<file path="src/design/scr_pkg.sv">
package scr_pkg;

  // field widths
  localparam int unsigned DataW = 8;
  localparam int unsigned SlotW = 3;
  localparam int unsigned LenW  = 12;
  localparam int unsigned PosW  = 12;
  localparam int unsigned WordW = 32;
  localparam int unsigned AddrW = 3;

  // sector geometry
  localparam int unsigned SlotCount   = 4;
  localparam int unsigned SectorBytes = 4096;

  localparam logic [WordW-1:0] CrcPoly     = 32'hEDB88320;
  localparam logic [WordW-1:0] CrcInit     = 32'hFFFFFFFF;
  localparam logic [WordW-1:0] MagicReset  = 32'h56534354;
  localparam logic [LenW-1:0]  MaxLenReset = 12'd2032;
  localparam logic [PosW-1:0]  HeaderBytes = 12'd12;

  // position of the last byte of each header word
  localparam logic [PosW-1:0] MagicLastPos = 12'd3;
  localparam logic [PosW-1:0] SeqLastPos   = 12'd7;
  localparam logic [PosW-1:0] LenLastPos   = 12'd11;

  typedef enum logic {
    REG_MAGIC   = 1'b0,
    REG_MAX_LEN = 1'b1
  } reg_idx_e;

  typedef enum logic [2:0] {
    ST_OK        = 3'd0,
    ST_BAD_SLOT  = 3'd1,
    ST_BAD_MAGIC = 3'd2,
    ST_TOO_LONG  = 3'd3,
    ST_CRC_BAD   = 3'd4,
    ST_TRUNC     = 3'd5
  } status_e;

  typedef struct packed {
    logic [WordW-1:0] magic;
    logic [LenW-1:0]  max_len;
  } cfg_t;

  typedef struct packed {
    status_e          status;
    logic [LenW-1:0]  record_len;
    logic [WordW-1:0] sequence_res;
    logic [SlotW-1:0] slot_echo;
  } result_t;

  // reflected crc-32, one byte, eight bit steps
  function automatic logic [WordW-1:0] crc_byte(input logic [WordW-1:0] crc_in,
                                                input logic [DataW-1:0] data);
    logic [WordW-1:0] c;
    c = crc_in ^ {{(WordW-DataW){1'b0}}, data};
    for (int k = 0; k < 8; k++) begin
      c = (c >> 1) ^ (c[0] ? CrcPoly : '0);
    end
    return c;
  endfunction

endpackage

</file>
<file path="src/design/scr_if.sv">
interface scr_in_if;
  logic                      valid;
  logic                      ready;
  logic [scr_pkg::DataW-1:0] data_byte;
  logic [scr_pkg::SlotW-1:0] slot_index;
  logic                      last_byte;

  modport source (output valid, data_byte, slot_index, last_byte, input ready);
  modport sink (input valid, data_byte, slot_index, last_byte, output ready);
endinterface


</file>
<file path="src/design/scr_frame.sv">
module scr_frame (
  input  logic              clk_i,
  input  logic              rst_ni,
  scr_in_if.sink            in_i,
  input  scr_pkg::cfg_t     cfg_i,
  output logic              res_vld_o,
  input  logic              res_rdy_i,
  output scr_pkg::result_t  res_o
);
  import scr_pkg::*;

  // input register
  logic             hold_vld_q;
  logic [DataW-1:0] byte_q;
  logic [SlotW-1:0] slot_q;
  logic             last_q;
  logic             adv;

  // sector state
  logic [PosW-1:0]  pos_q, pos_d;
  logic [WordW-1:0] crc_q, crc_d;
  logic [WordW-1:0] ws_q, ws_d;
  logic [WordW-1:0] seq_q, seq_d;
  logic [LenW-1:0]  len_q, len_d;
  logic [PosW-1:0]  chk_q, chk_d;
  logic             given_q, given_d;
  logic [SlotW-1:0] held_q, held_d;

  // per-item terms
  logic [SlotW-1:0] slot_cur;
  logic [WordW-1:0] crc_base, crc_upd, ws_new;
  logic             first, bad_slot, in_crc, too_long, at_check, found;
  logic [PosW:0]    off;
  logic [PosW+1:0]  off_end;
  logic [PosW:0]    chk_last;
  status_e          st;

  assign adv         = hold_vld_q & res_rdy_i;
  assign in_i.ready  = ~hold_vld_q | adv;

  always_ff @(posedge clk_i or negedge rst_ni) begin
    if (!rst_ni) begin
      hold_vld_q <= 1'b0;
    end else if (in_i.valid && in_i.ready) begin
      hold_vld_q <= 1'b1;
    end else if (adv) begin
      hold_vld_q <= 1'b0;
    end
  end

  always_ff @(posedge clk_i) begin
    if (in_i.valid && in_i.ready) begin
      byte_q <= in_i.data_byte;
      slot_q <= in_i.slot_index;
      last_q <= in_i.last_byte;
    end
  end

  // header decode and crc terms
  assign first    = (pos_q == '0);
  assign slot_cur = first ? slot_q : held_q;
  assign crc_base = first ? CrcInit : crc_q;
  assign bad_slot = first && ({1'b0, slot_q} >= (SlotW+1)'(SlotCount));
  assign ws_new   = {byte_q, ws_q[WordW-1:DataW]};
  assign in_crc   = (pos_q < HeaderBytes) || (pos_q < chk_q);
  assign crc_upd  = in_crc ? crc_byte(crc_base, byte_q) : crc_base;
  assign off      = ({1'b0, ws_new[LenW-1:0]} + (PosW+1)'(15)) & ~(PosW+1)'(3);
  assign off_end  = {1'b0, off} + (PosW+2)'(4);
  assign too_long = (ws_new[WordW-1:LenW] != '0) || (ws_new[LenW-1:0] > cfg_i.max_len)
                    || (off_end > (PosW+2)'(SectorBytes));
  assign chk_last = {1'b0, chk_q} + (PosW+1)'(3);
  assign at_check = (pos_q >= HeaderBytes) && ({1'b0, pos_q} == chk_last);

  // next state and verdict
  always_comb begin
    pos_d   = pos_q;
    crc_d   = crc_q;
    ws_d    = ws_q;
    seq_d   = seq_q;
    len_d   = len_q;
    chk_d   = chk_q;
    given_d = given_q;
    held_d  = held_q;
    found   = 1'b0;
    st      = ST_OK;
    res_vld_o = 1'b0;
    res_o     = '{status: ST_OK, record_len: '0, sequence_res: '0, slot_echo: held_q};
    if (adv) begin
      if (!given_q) begin
        held_d = slot_cur;
        crc_d  = crc_base;
        if (bad_slot) begin
          found = 1'b1;
          st    = ST_BAD_SLOT;
        end else begin
          crc_d = crc_upd;
          ws_d  = ws_new;
          if (pos_q == MagicLastPos && ws_new != cfg_i.magic) begin
            found = 1'b1;
            st    = ST_BAD_MAGIC;
          end else if (pos_q == SeqLastPos) begin
            seq_d = ws_new;
          end else if (pos_q == LenLastPos) begin
            if (too_long) begin
              found = 1'b1;
              st    = ST_TOO_LONG;
            end else begin
              len_d = ws_new[LenW-1:0];
              chk_d = off[PosW-1:0];
            end
          end else if (at_check) begin
            found = 1'b1;
            st    = (~crc_upd == ws_new) ? ST_OK : ST_CRC_BAD;
          end
          pos_d = pos_q + 1'b1;
        end
        given_d = found;
      end
      res_o.slot_echo = held_d;
      if (found) begin
        res_vld_o     = 1'b1;
        res_o.status  = st;
        if (st == ST_OK) begin
          res_o.record_len   = len_q;
          res_o.sequence_res = seq_q;
        end
      end else if (last_q && !given_q) begin
        res_vld_o    = 1'b1;
        res_o.status = ST_TRUNC;
      end
      // sector end
      if (last_q) begin
        pos_d   = '0;
        crc_d   = CrcInit;
        ws_d    = '0;
        seq_d   = '0;
        len_d   = '0;
        chk_d   = '0;
        given_d = 1'b0;
        held_d  = '0;
      end
    end
  end

  always_ff @(posedge clk_i or negedge rst_ni) begin
    if (!rst_ni) begin
      pos_q   <= '0;
      crc_q   <= CrcInit;
      ws_q    <= '0;
      seq_q   <= '0;
      len_q   <= '0;
      chk_q   <= '0;
      given_q <= 1'b0;
      held_q  <= '0;
    end else begin
      pos_q   <= pos_d;
      crc_q   <= crc_d;
      ws_q    <= ws_d;
      seq_q   <= seq_d;
      len_q   <= len_d;
      chk_q   <= chk_d;
      given_q <= given_d;
      held_q  <= held_d;
    end
  end

endmodule

</file>
<file path="src/flat_wrapper.sv">
// flat-port wrapper written by rule: the top's interface ports become plain ports
module scr_frame_flat import scr_pkg::*;
  (clk_i, rst_ni, cfg_i, res_vld_o, res_rdy_i, res_o, in_i_valid, in_i_data_byte, in_i_slot_index, in_i_last_byte, in_i_ready);
  scr_in_if in_i_i ();
  input  logic clk_i;
  input  logic rst_ni;
  input  scr_pkg::cfg_t cfg_i;
  output logic res_vld_o;
  input  logic res_rdy_i;
  output scr_pkg::result_t res_o;
  input wire logic [$bits(in_i_i.valid)-1:0] in_i_valid;
  input wire logic [$bits(in_i_i.data_byte)-1:0] in_i_data_byte;
  input wire logic [$bits(in_i_i.slot_index)-1:0] in_i_slot_index;
  input wire logic [$bits(in_i_i.last_byte)-1:0] in_i_last_byte;
  output wire logic [$bits(in_i_i.ready)-1:0] in_i_ready;
  assign in_i_i.valid = in_i_valid;
  assign in_i_i.data_byte = in_i_data_byte;
  assign in_i_i.slot_index = in_i_slot_index;
  assign in_i_i.last_byte = in_i_last_byte;
  assign in_i_ready = in_i_i.ready;
  scr_frame u_core (.clk_i(clk_i), .rst_ni(rst_ni), .in_i(in_i_i), .cfg_i(cfg_i), .res_vld_o(res_vld_o), .res_rdy_i(res_rdy_i), .res_o(res_o));
endmodule
</file>
<file path="config.mk">
export PLATFORM = sky130hd
export DESIGN_NAME = scr_frame_flat
export DESIGN_NICKNAME = d
export VERILOG_FILES = /design/src/design/scr_pkg.sv /design/src/design/scr_if.sv /design/src/design/scr_frame.sv /design/src/flat_wrapper.sv
export SDC_FILE = /design/constraint.sdc
export NUM_CORES = 1
export LEC_CHECK = 0
export BUFFER_PORTS_ARGS = -buffer_cell sky130_fd_sc_hd__clkbuf_2
export CAP_MARGIN = 5
export CORE_MARGIN = 10
export CORE_UTILIZATION = 62
export DETAILED_ROUTE_END_ITERATION = 8
export PLACE_DENSITY = 0.84
export REMOVE_ABC_BUFFERS = 1
export SYNTH_ARGS = -nofsm -noshare
export SYNTH_HDL_FRONTEND = slang
export SYNTH_SLANG_ARGS = --single-unit
</file>
<file path="constraint.sdc">
create_clock -name clk_i -period 16.4 [get_ports clk_i]
set_input_delay 4.1 -clock clk_i [delete_from_list [all_inputs] [get_ports clk_i]]
set_output_delay 4.1 -clock clk_i [all_outputs]
set_load 0.05 [all_outputs]
</file>
# Yosys cells after proc, flatten, opt, wreduce, memory -nomap -nowiden

Index checks and enable logic that the tools add are counted.

Input port bits: 60
Flip-flop bits (word level): 149
Output and inout port bits: 52
Logic and storage cells: 135

Reduce and logical (&&, ||, !) cells: 19
Mux-type cells: 70
$lt $le $gt $ge: 6
Add/sub/neg operators: 4
Bitwise gates (word level): 13
Equal/unequal tests: 11

Operators by type and width:

| operator                | count |
|---|---|
| $mux W32                | 21 |
| $xor A31 B32 Y32        | 8 |
| $mux W12                | 17 |
| $mux W44                | 2 |
| $mux W50                | 1 |
| $mux W3                 | 13 |
| $eq A32 B32 Y1          | 1 |
| $ne A32 B32 Y1          | 1 |
| $not A32 Y32            | 1 |
| $xor A32 B8 Y32         | 1 |
| $reduce_bool A20 Y1     | 1 |
| $mux W1                 | 15 |
| $add A13 B3 Y14 const B | 1 |
| $gt A14 B13 Y1 const B  | 1 |
| $add A12 B2 Y13 const B | 1 |
| $add A12 B4 Y13 const B | 1 |
| $eq A12 B13 Y1          | 1 |
| $add A12 B1 Y12 const B | 1 |
| $eq A12 B2 Y1 const B   | 1 |
| $eq A12 B3 Y1 const B   | 1 |
| $eq A12 B4 Y1 const B   | 1 |
| $ge A12 B4 Y1 const B   | 1 |
| $gt A12 B12 Y1          | 1 |
| $logic_not A12 Y1       | 1 |
| 17 further kinds        | 29 |

# Depth between registers and ports, before layout

Gate-level depths: netlist of the first run.

Word-level depth: 34
Mapped depth: 18
Mapped depth without buffers: 12

# Least setup slack after synthesis of the first run

Ideal clock, no wire load.

Path kind: input -> output
Start point: in cfg_i[5] (netlist name)
End point: out res_o[47] (netlist name)
Slack: 5799 ps
Data required time: 12300 ps
Path buffers: 0
Arrival time: 6501 ps
Stages: 11
Cells stage by stage: inv_1 -> ha_1 -> a21o_1 -> a21o_1 -> a21oi_1 -> o21a_1 -> o21ai_0 -> a211o_1 -> a21oi_1 -> mux2i_1 -> a21oi_1

RTL lines:

| element     | line               | source |
|---|---|---|
| from (decl) | flat_wrapper.sv:7  | `input scr_pkg::cfg_t cfg_i;` |
| to (decl)   | flat_wrapper.sv:10 | `output scr_pkg::result_t res_o;` |

==> flow_summary_export.csv, run 1 <==
group,metric,value,unit
place,placed_area,11100,µm²
synthesis,syn_area_per_cell,9.25,µm²
die,start_util,0.632,
power,vdd_drop_max,146,µV
critical_path,cp.depth,13,
power,power.density,165,nW/µm²
synthesis,yosys_warnings,0,
timing,clock_skew,0.0114,ns
run,drv_cap,0,
die,die_height,150,µm
grt,grtUsageTotal,0.308,
critical_path,crit_path_max_fanout,3,
critical_path,crit_buf_inv,3,
route,ant_nets,0,
cts,cts.path.max_buffers,2,
finish,n_antenna_cell,0,
synthesis,synth_edf_count,12,
route,routed_wl,34.8,mm
outcome,status,"finished, final reports clean",
synthesis,syn_area,10500,µm²
timing,rsz0062_at_grt,"false",
die,coreArea,16600,µm²
timing,max_slew_margin,0.240,
critical_path,start_kind,"input pin",
worst_hold_path,hold_class,"flip-flop to flip-flop",
route,drc_errors,0,
synthesis,ys_seq_elements,139,
die,io_pins,112,
die,die_w,150,µm
cts,post_cts_resized,0,
power,p_total,1.92,mW
critical_path,slowest_stage,"a211oi_1",
route,drt_iter0_drc,1496,
timing,fin_crit_sh,0.672,
place,gp_congestion,1.00,
synthesis,ys_async_sr_fraction,0.914,
grt,overflow,0,
place,dp_hpwl,24.3,mm
critical_path,timing.setup.critical_path_class,"input pin to output port",
critical_path,critPathCaptureType,"output port",
critical_path,rr_worst_depth,8,
timing,period_needed,11.03,ns
finish,syn_to_final_growth,11.1,%
timing,timing.fmax,90.7,MHz
finish,final_util,0.702,
cts,insertion_delay,0.44,ns
cts,cts_max_level,4,
timing,worst_slew_pin_slew,1.14,ns
grt,grt_pass1_wl,53.8,mm
timing,setup_tns,0,ns
cts,cts-root-buf,"clkbuf_16",
place,port_buffers,111,
route,via_per_inst,6.81,
synthesis,synthCells,1133,
critical_path,crit_chain,"clkbuf_2, inv_1, ha_1, a21o_1, a21o_1, a21oi_1, o21a_1, o21ai_0, a211o_1, a211oi_1, o21ai_0, a21oi_1, clkbuf_2",
die,rows,47,
synthesis,synth.distinct_cells,86,
worst_hold_path,holdPathStages,1,
finish,stdcell_area,11600,µm²
place,place_ws,5.49,ns
cts,cts_sinks,139,
route,avgRoutedWirePerCell,24.5,µm
timing,hold_viol,0,
route,num_vias,9653,
cts,post_cts_buffers,0,
timing,setup_viol,0,
finish,drive_gt1_frac,0.227,
finish,finalNonFillerCells,1418,
grt,grt_max_degree,78,
critical_path,crit_arrival,6.93,ns
cts,cts_tree,"yes",
cts,cts_made_buffers,17,
finish,fin_nets,1269,
grt,grt_pass1_vias,9286,
power,leakage,4.86,nW
timing,holdWs,0.500,ns
synthesis,ys.flop_type,"dfrtp_1",
cts,clkTransAtPathRegs,0.06,ns
critical_path,critPathTopFamily,"compound AO/OA/AOI/OAI gates",
timing,setup_slack,5.37,ns
grt,antenna_found_initial,0,
critical_path,cpPeakStageDelay,0.50,ns
synthesis,yosysSeqAreaShare,0.342,
cts,hold_buffers,0,
die,dieArea,22500,µm²
critical_path,worst_ep_required_time,12.30,ns
route,drt-pass1-iter-count,5,
timing,drv_slew,0,
place,dp.cells,1386,
==> routing by layer <==
layer  GRT usage  part of all wire  vias up
met1       0.392              0.37     4612
met4       0.151             0.053        0
met5           0                 0        -
met3      0.0640              0.11      147
met2       0.488              0.46      662
li1            -                 -     4232
==> path summary, 6_finish.rpt <==
kind,startpoint,endpoint,slack (ns)
setup / recovery,cfg_i[5],res_o[49],5.37
hold / removal,u_core.len_q[4],u_core.len_q[4],0.50
setup reg to reg,u_core.pos_q[9],u_core.crc_q[19],12.45
hold reg to reg,u_core.len_q[4],u_core.len_q[4],0.50
max in group asynchronous,rst_ni,u_core.len_q[8],11.23
min in group asynchronous,rst_ni,u_core.pos_q[9],3.73
==> kinds of logic (layout without fill, tap and decap cells) <==
| family | after synthesis | count (layout) | synth area share |
|---|---|---|---|
| fa+ha+maj | 24 | 24 | 0.0287 |
| compound gates | 290 | 290 | 0.207 |
| xor+xnor | 129 | 129 | 0.131 |
| mux | 20 | 20 | 0.0197 |
| simple gates | 348 | 348 | 0.200 |
| buf+inv | 183 | 248 | 0.0724 |
| flops | 139 | 139 | 0.342 |
==> state kept, by name, indices dropped and copies added, names as in the netlist, 3 cells and up <==
name / count
u_core.pos_q: 12
u_core.ws_q: 24
u_core.crc_q: 32
u_core.chk_q: 10
u_core.held_q: 3
u_core.byte_q: 8
u_core.slot_q: 3
u_core.seq_q: 32
u_core.len_q: 12
==> cells in the mapped netlist (all sizes together), types with 24 or more instances <==
library cell,count,share of area
buf,33,0.019
dfrtp,95,0.23
xor2,43,0.036
inv,82,0.029
nor2,89,0.033
nand2,70,0.025
dfstp,32,0.080
nor4,71,0.071
ha,24,0.029
xnor2,70,0.061
a22o,53,0.044
o21ai,39,0.019
a21oi,53,0.025
clkbuf,67,0.024
==> placed cells by master (no fill, tap or decap), types with 6 or more instances in the layout <==
| cell | n |
|---|---|
| nor2_1 | 84 |
| nand2_1 | 70 |
| o211ai_1 | 11 |
| xor2_1 | 43 |
| inv_1 | 82 |
| edfxtp_1 | 12 |
| xnor2_1 | 67 |
| buf_4 | 23 |
| a311oi_1 | 6 |
| xnor3_1 | 16 |
| mux2i_1 | 15 |
| or3_1 | 12 |
| dfrtp_1 | 95 |
| a21oi_1 | 53 |
| clkbuf_2 | 110 |
| nand3_1 | 13 |
| nand4_1 | 18 |
| a211oi_1 | 15 |
| ha_1 | 24 |
| o31ai_1 | 6 |
| o21ai_0 | 38 |
| and2_1 | 19 |
| nor3_1 | 14 |
| o22a_1 | 10 |
| nor4_1 | 29 |
| clkbuf_16 | 17 |
| and3_1 | 7 |
| a31oi_1 | 16 |
| dfstp_2 | 32 |
| a211o_1 | 7 |
| a22o_1 | 53 |
| nand2b_1 | 6 |
| nor4_2 | 38 |
==> report_power, final <==
| group | total [mW] | switching, mW | internal (mW) | leakage, nW |
|---|---|---|---|---|
| logic | 0.999 | 0.588 | 0.411 | 2.82 |
| registers | 0.530 | 0.108 | 0.422 | 1.76 |
| clock network | 0.388 | 0.173 | 0.215 | 0.279 |
| total | 1.92 | 0.869 | 1.05 | 4.86 |
==> layout make-up <==
| type | instances | area [µm²] |
|---|---|---|
| Clock buffer | 18 | 429 |
| Timing Repair Buffer | 133 | 723 |
| Clock inverter | 14 | 154 |
| Fill cell | 1252 | 4950 |
| Sequential cell | 139 | 3580 |
| Tap cell | 220 | 275 |
| Multi-Input combinational cell | 811 | 6160 |
| Inverter | 83 | 312 |
Power figures use the tool's default switching activity.
==> run 2: changes to the inputs <==
--- a/config.mk
+++ b/config.mk
@@ -8,9 +8,9 @@
 export BUFFER_PORTS_ARGS = -buffer_cell sky130_fd_sc_hd__clkbuf_2
 export CAP_MARGIN = 5
 export CORE_MARGIN = 10
-export CORE_UTILIZATION = 62
+export CORE_UTILIZATION = 60
 export DETAILED_ROUTE_END_ITERATION = 8
-export PLACE_DENSITY = 0.84
+export PLACE_DENSITY = 0.81
 export REMOVE_ABC_BUFFERS = 1
 export SYNTH_ARGS = -nofsm -noshare
 export SYNTH_HDL_FRONTEND = slang
==> constraint.sdc (replaced) <==
create_clock -name clk_i -period 11.55 [get_ports clk_i]
set_input_delay 2.8875 -clock clk_i [delete_from_list [all_inputs] [get_ports clk_i]]
set_output_delay 2.8875 -clock clk_i [all_outputs]
set_load 0.05 [all_outputs]
==> flow_summary_export.csv, run 2 (synthesis results as in run 1) <==
group,metric,value,unit
die,die_height,152,µm
finish,n_antenna_cell,0,
outcome,status,"finished, final reports clean",
timing,hold_viol,0,
critical_path,crit_buf_inv,2,
route,num_vias,9481,
finish,syn_to_final_growth,10.9,%
place,place_ws,3.22,ns
route,ant_nets,0,
cts,cts_made_buffers,17,
finish,final_cell_mix,"110 x clkbuf_2, 95 x dfrtp_1, 84 x nor2_1",
grt,antenna_found_initial,0,
die,dieArea,23100,µm²
timing,holdWs,0.496,ns
cts,clkTransAtPathRegs,0.07,ns
route,drc_errors,0,
cts,cts_max_level,4,
critical_path,timing.setup.critical_path_class,"flip-flop to output port",
route,drt-pass1-iter-count,5,
cts,cts_sinks,139,
place,port_buffers,111,
power,p_total,2.69,mW
power,power.density,231,nW/µm²
grt,grt_util_met2,0.470,
cts,post_cts_resized,0,
grt,overflow,0,
timing,fin_crit_sh,0.764,
critical_path,critPathCaptureType,"output port",
critical_path,rr_worst_depth,11,
timing,setup_slack,2.73,ns
route,via_per_inst,6.66,
critical_path,crit_chain,"or4_1, o31ai_2, a211oi_1, nor2_1, xnor3_1, mux2i_1, xor2_1, a2111o_1, or4_2, buf_4, nor4_1, clkbuf_2",
critical_path,start_kind,"flip-flop",
critical_path,critPathTopFamily,"simple AND/OR/NAND/NOR gates",
grt,grt_max_degree,68,
grt,grt_pass1_vias,9120,
cts,cts_tree,"yes",
die,start_util,0.608,
timing,max_slew_margin,0.185,
critical_path,cp.depth,12,
finish,drive_gt1_frac,0.228,
finish,reg_top3,"u_core.crc_q (32), u_core.seq_q (32), u_core.ws_q (24)",
grt,grt_pass1_wl,54.1,mm
die,io_pins,112,
place,placed_area,11100,µm²
critical_path,crit_path_max_fanout,44,
cts,hold_buffers,0,
power,leakage,4.84,nW
timing,clock_skew,0.0104,ns
cts,cts.path.max_buffers,2,
critical_path,worst_ep_required_time,8.66,ns
timing,setup_tns,0,ns
critical_path,crit_arrival,5.94,ns
place,gp_congestion,0.978,
cts,post_cts_buffers,0,
route,drt_iter0_drc,1212,
finish,stdcell_area,11600,µm²
finish,layout_commonest_cell,"clkbuf_2",
timing,worst_slew_pin_slew,1.22,ns
grt,use_met1,0.365,
power,vdd_drop_max,170,µV
cts,cts-root-buf,"clkbuf_16",
grt,grtUsageTotal,0.292,
finish,fin_nets,1270,
route,avgRoutedWirePerCell,24.3,µm
route,routed_wl,34.6,mm
worst_hold_path,hold_class,"flip-flop to flip-flop",
timing,timing.fmax,113,MHz
critical_path,slowest_stage,"or4_1",
place,dp_hpwl,24.7,mm
finish,final.fill_count,1337,
die,rows,48,
cts,insertion_delay,0.43,ns
run,drv_cap,0,
critical_path,cpPeakStageDelay,0.76,ns
die,die_w,152,µm
grt,grt_busiest_layer,"met2",
timing,rsz0062_at_grt,"false",
timing,drv_slew,0,
die,coreArea,17200,µm²
worst_hold_path,holdPathStages,2,
timing,period_needed,8.82,ns
grt,gr-usage-met3,0.0703,
timing,setup_viol,0,
==> run 2: worst register-to-register path, stage by stage, from the launching register on <==
cell      delay, ns
dfrtp_1        0.47
or4_1          0.77
nor3_2         0.22
buf_4          0.47
nand2_1        0.42
nand2_1        0.19
nor2_1         0.05
buf_4          0.25
a21boi_1       0.99
buf_4          0.38
nor2_1         0.08
a21oi_1        0.13
==> run 2: where the power goes <==
part	total [mW]	internal, mW	switching (mW)	leakage, nW
registers	0.752	0.599	0.153	1.76
clock network	0.525	0.285	0.240	0.256
logic	1.41	0.584	0.826	2.82
==> run 2: worst paths after layout <==
kind | start | endpoint | slack [ns]
max in group asynchronous | rst_ni | u_core.pos_q[7] | 7.59
max reg2reg | u_core.pos_q[9] | u_core.crc_q[11] | 7.06
max | u_core.pos_q[10] | res_o[6] | 2.73
min in group asynchronous | rst_ni | u_core.held_q[0] | 2.57
min | u_core.chk_q[7] | u_core.chk_q[7] | 0.50
min reg2reg | u_core.chk_q[7] | u_core.chk_q[7] | 0.50
==> run 2: cell type report <==
class / count / area, µm² / share of cell area
Tap cell: 225 / 282 / 0.0242
Multi-Input combinational cell: 811 / 6160 / 0.531
Clock buffer: 19 / 443 / 0.0381
Timing Repair Buffer: 134 / 731 / 0.0629
Inverter: 83 / 312 / 0.0268
Clock inverter: 13 / 108 / 0.00926
Sequential cell: 139 / 3580 / 0.308
==> run 2: routing by layer <==
metal / vias to the layer above / part of all wire
met4: 0 / 0.052
met5: - / 0
met2: 534 / 0.47
met3: 121 / 0.090
li1: 4242 / -
met1: 4584 / 0.39
==> run 2: stage by stage <==
step | util | cells
global route | 0.674 | 1424
detailed placement | 0.642 | 1392
global placement | 0.642 | 1392
finish | 0.674 | 1424
CTS | 0.674 | 1424
floorplan | - | 1033
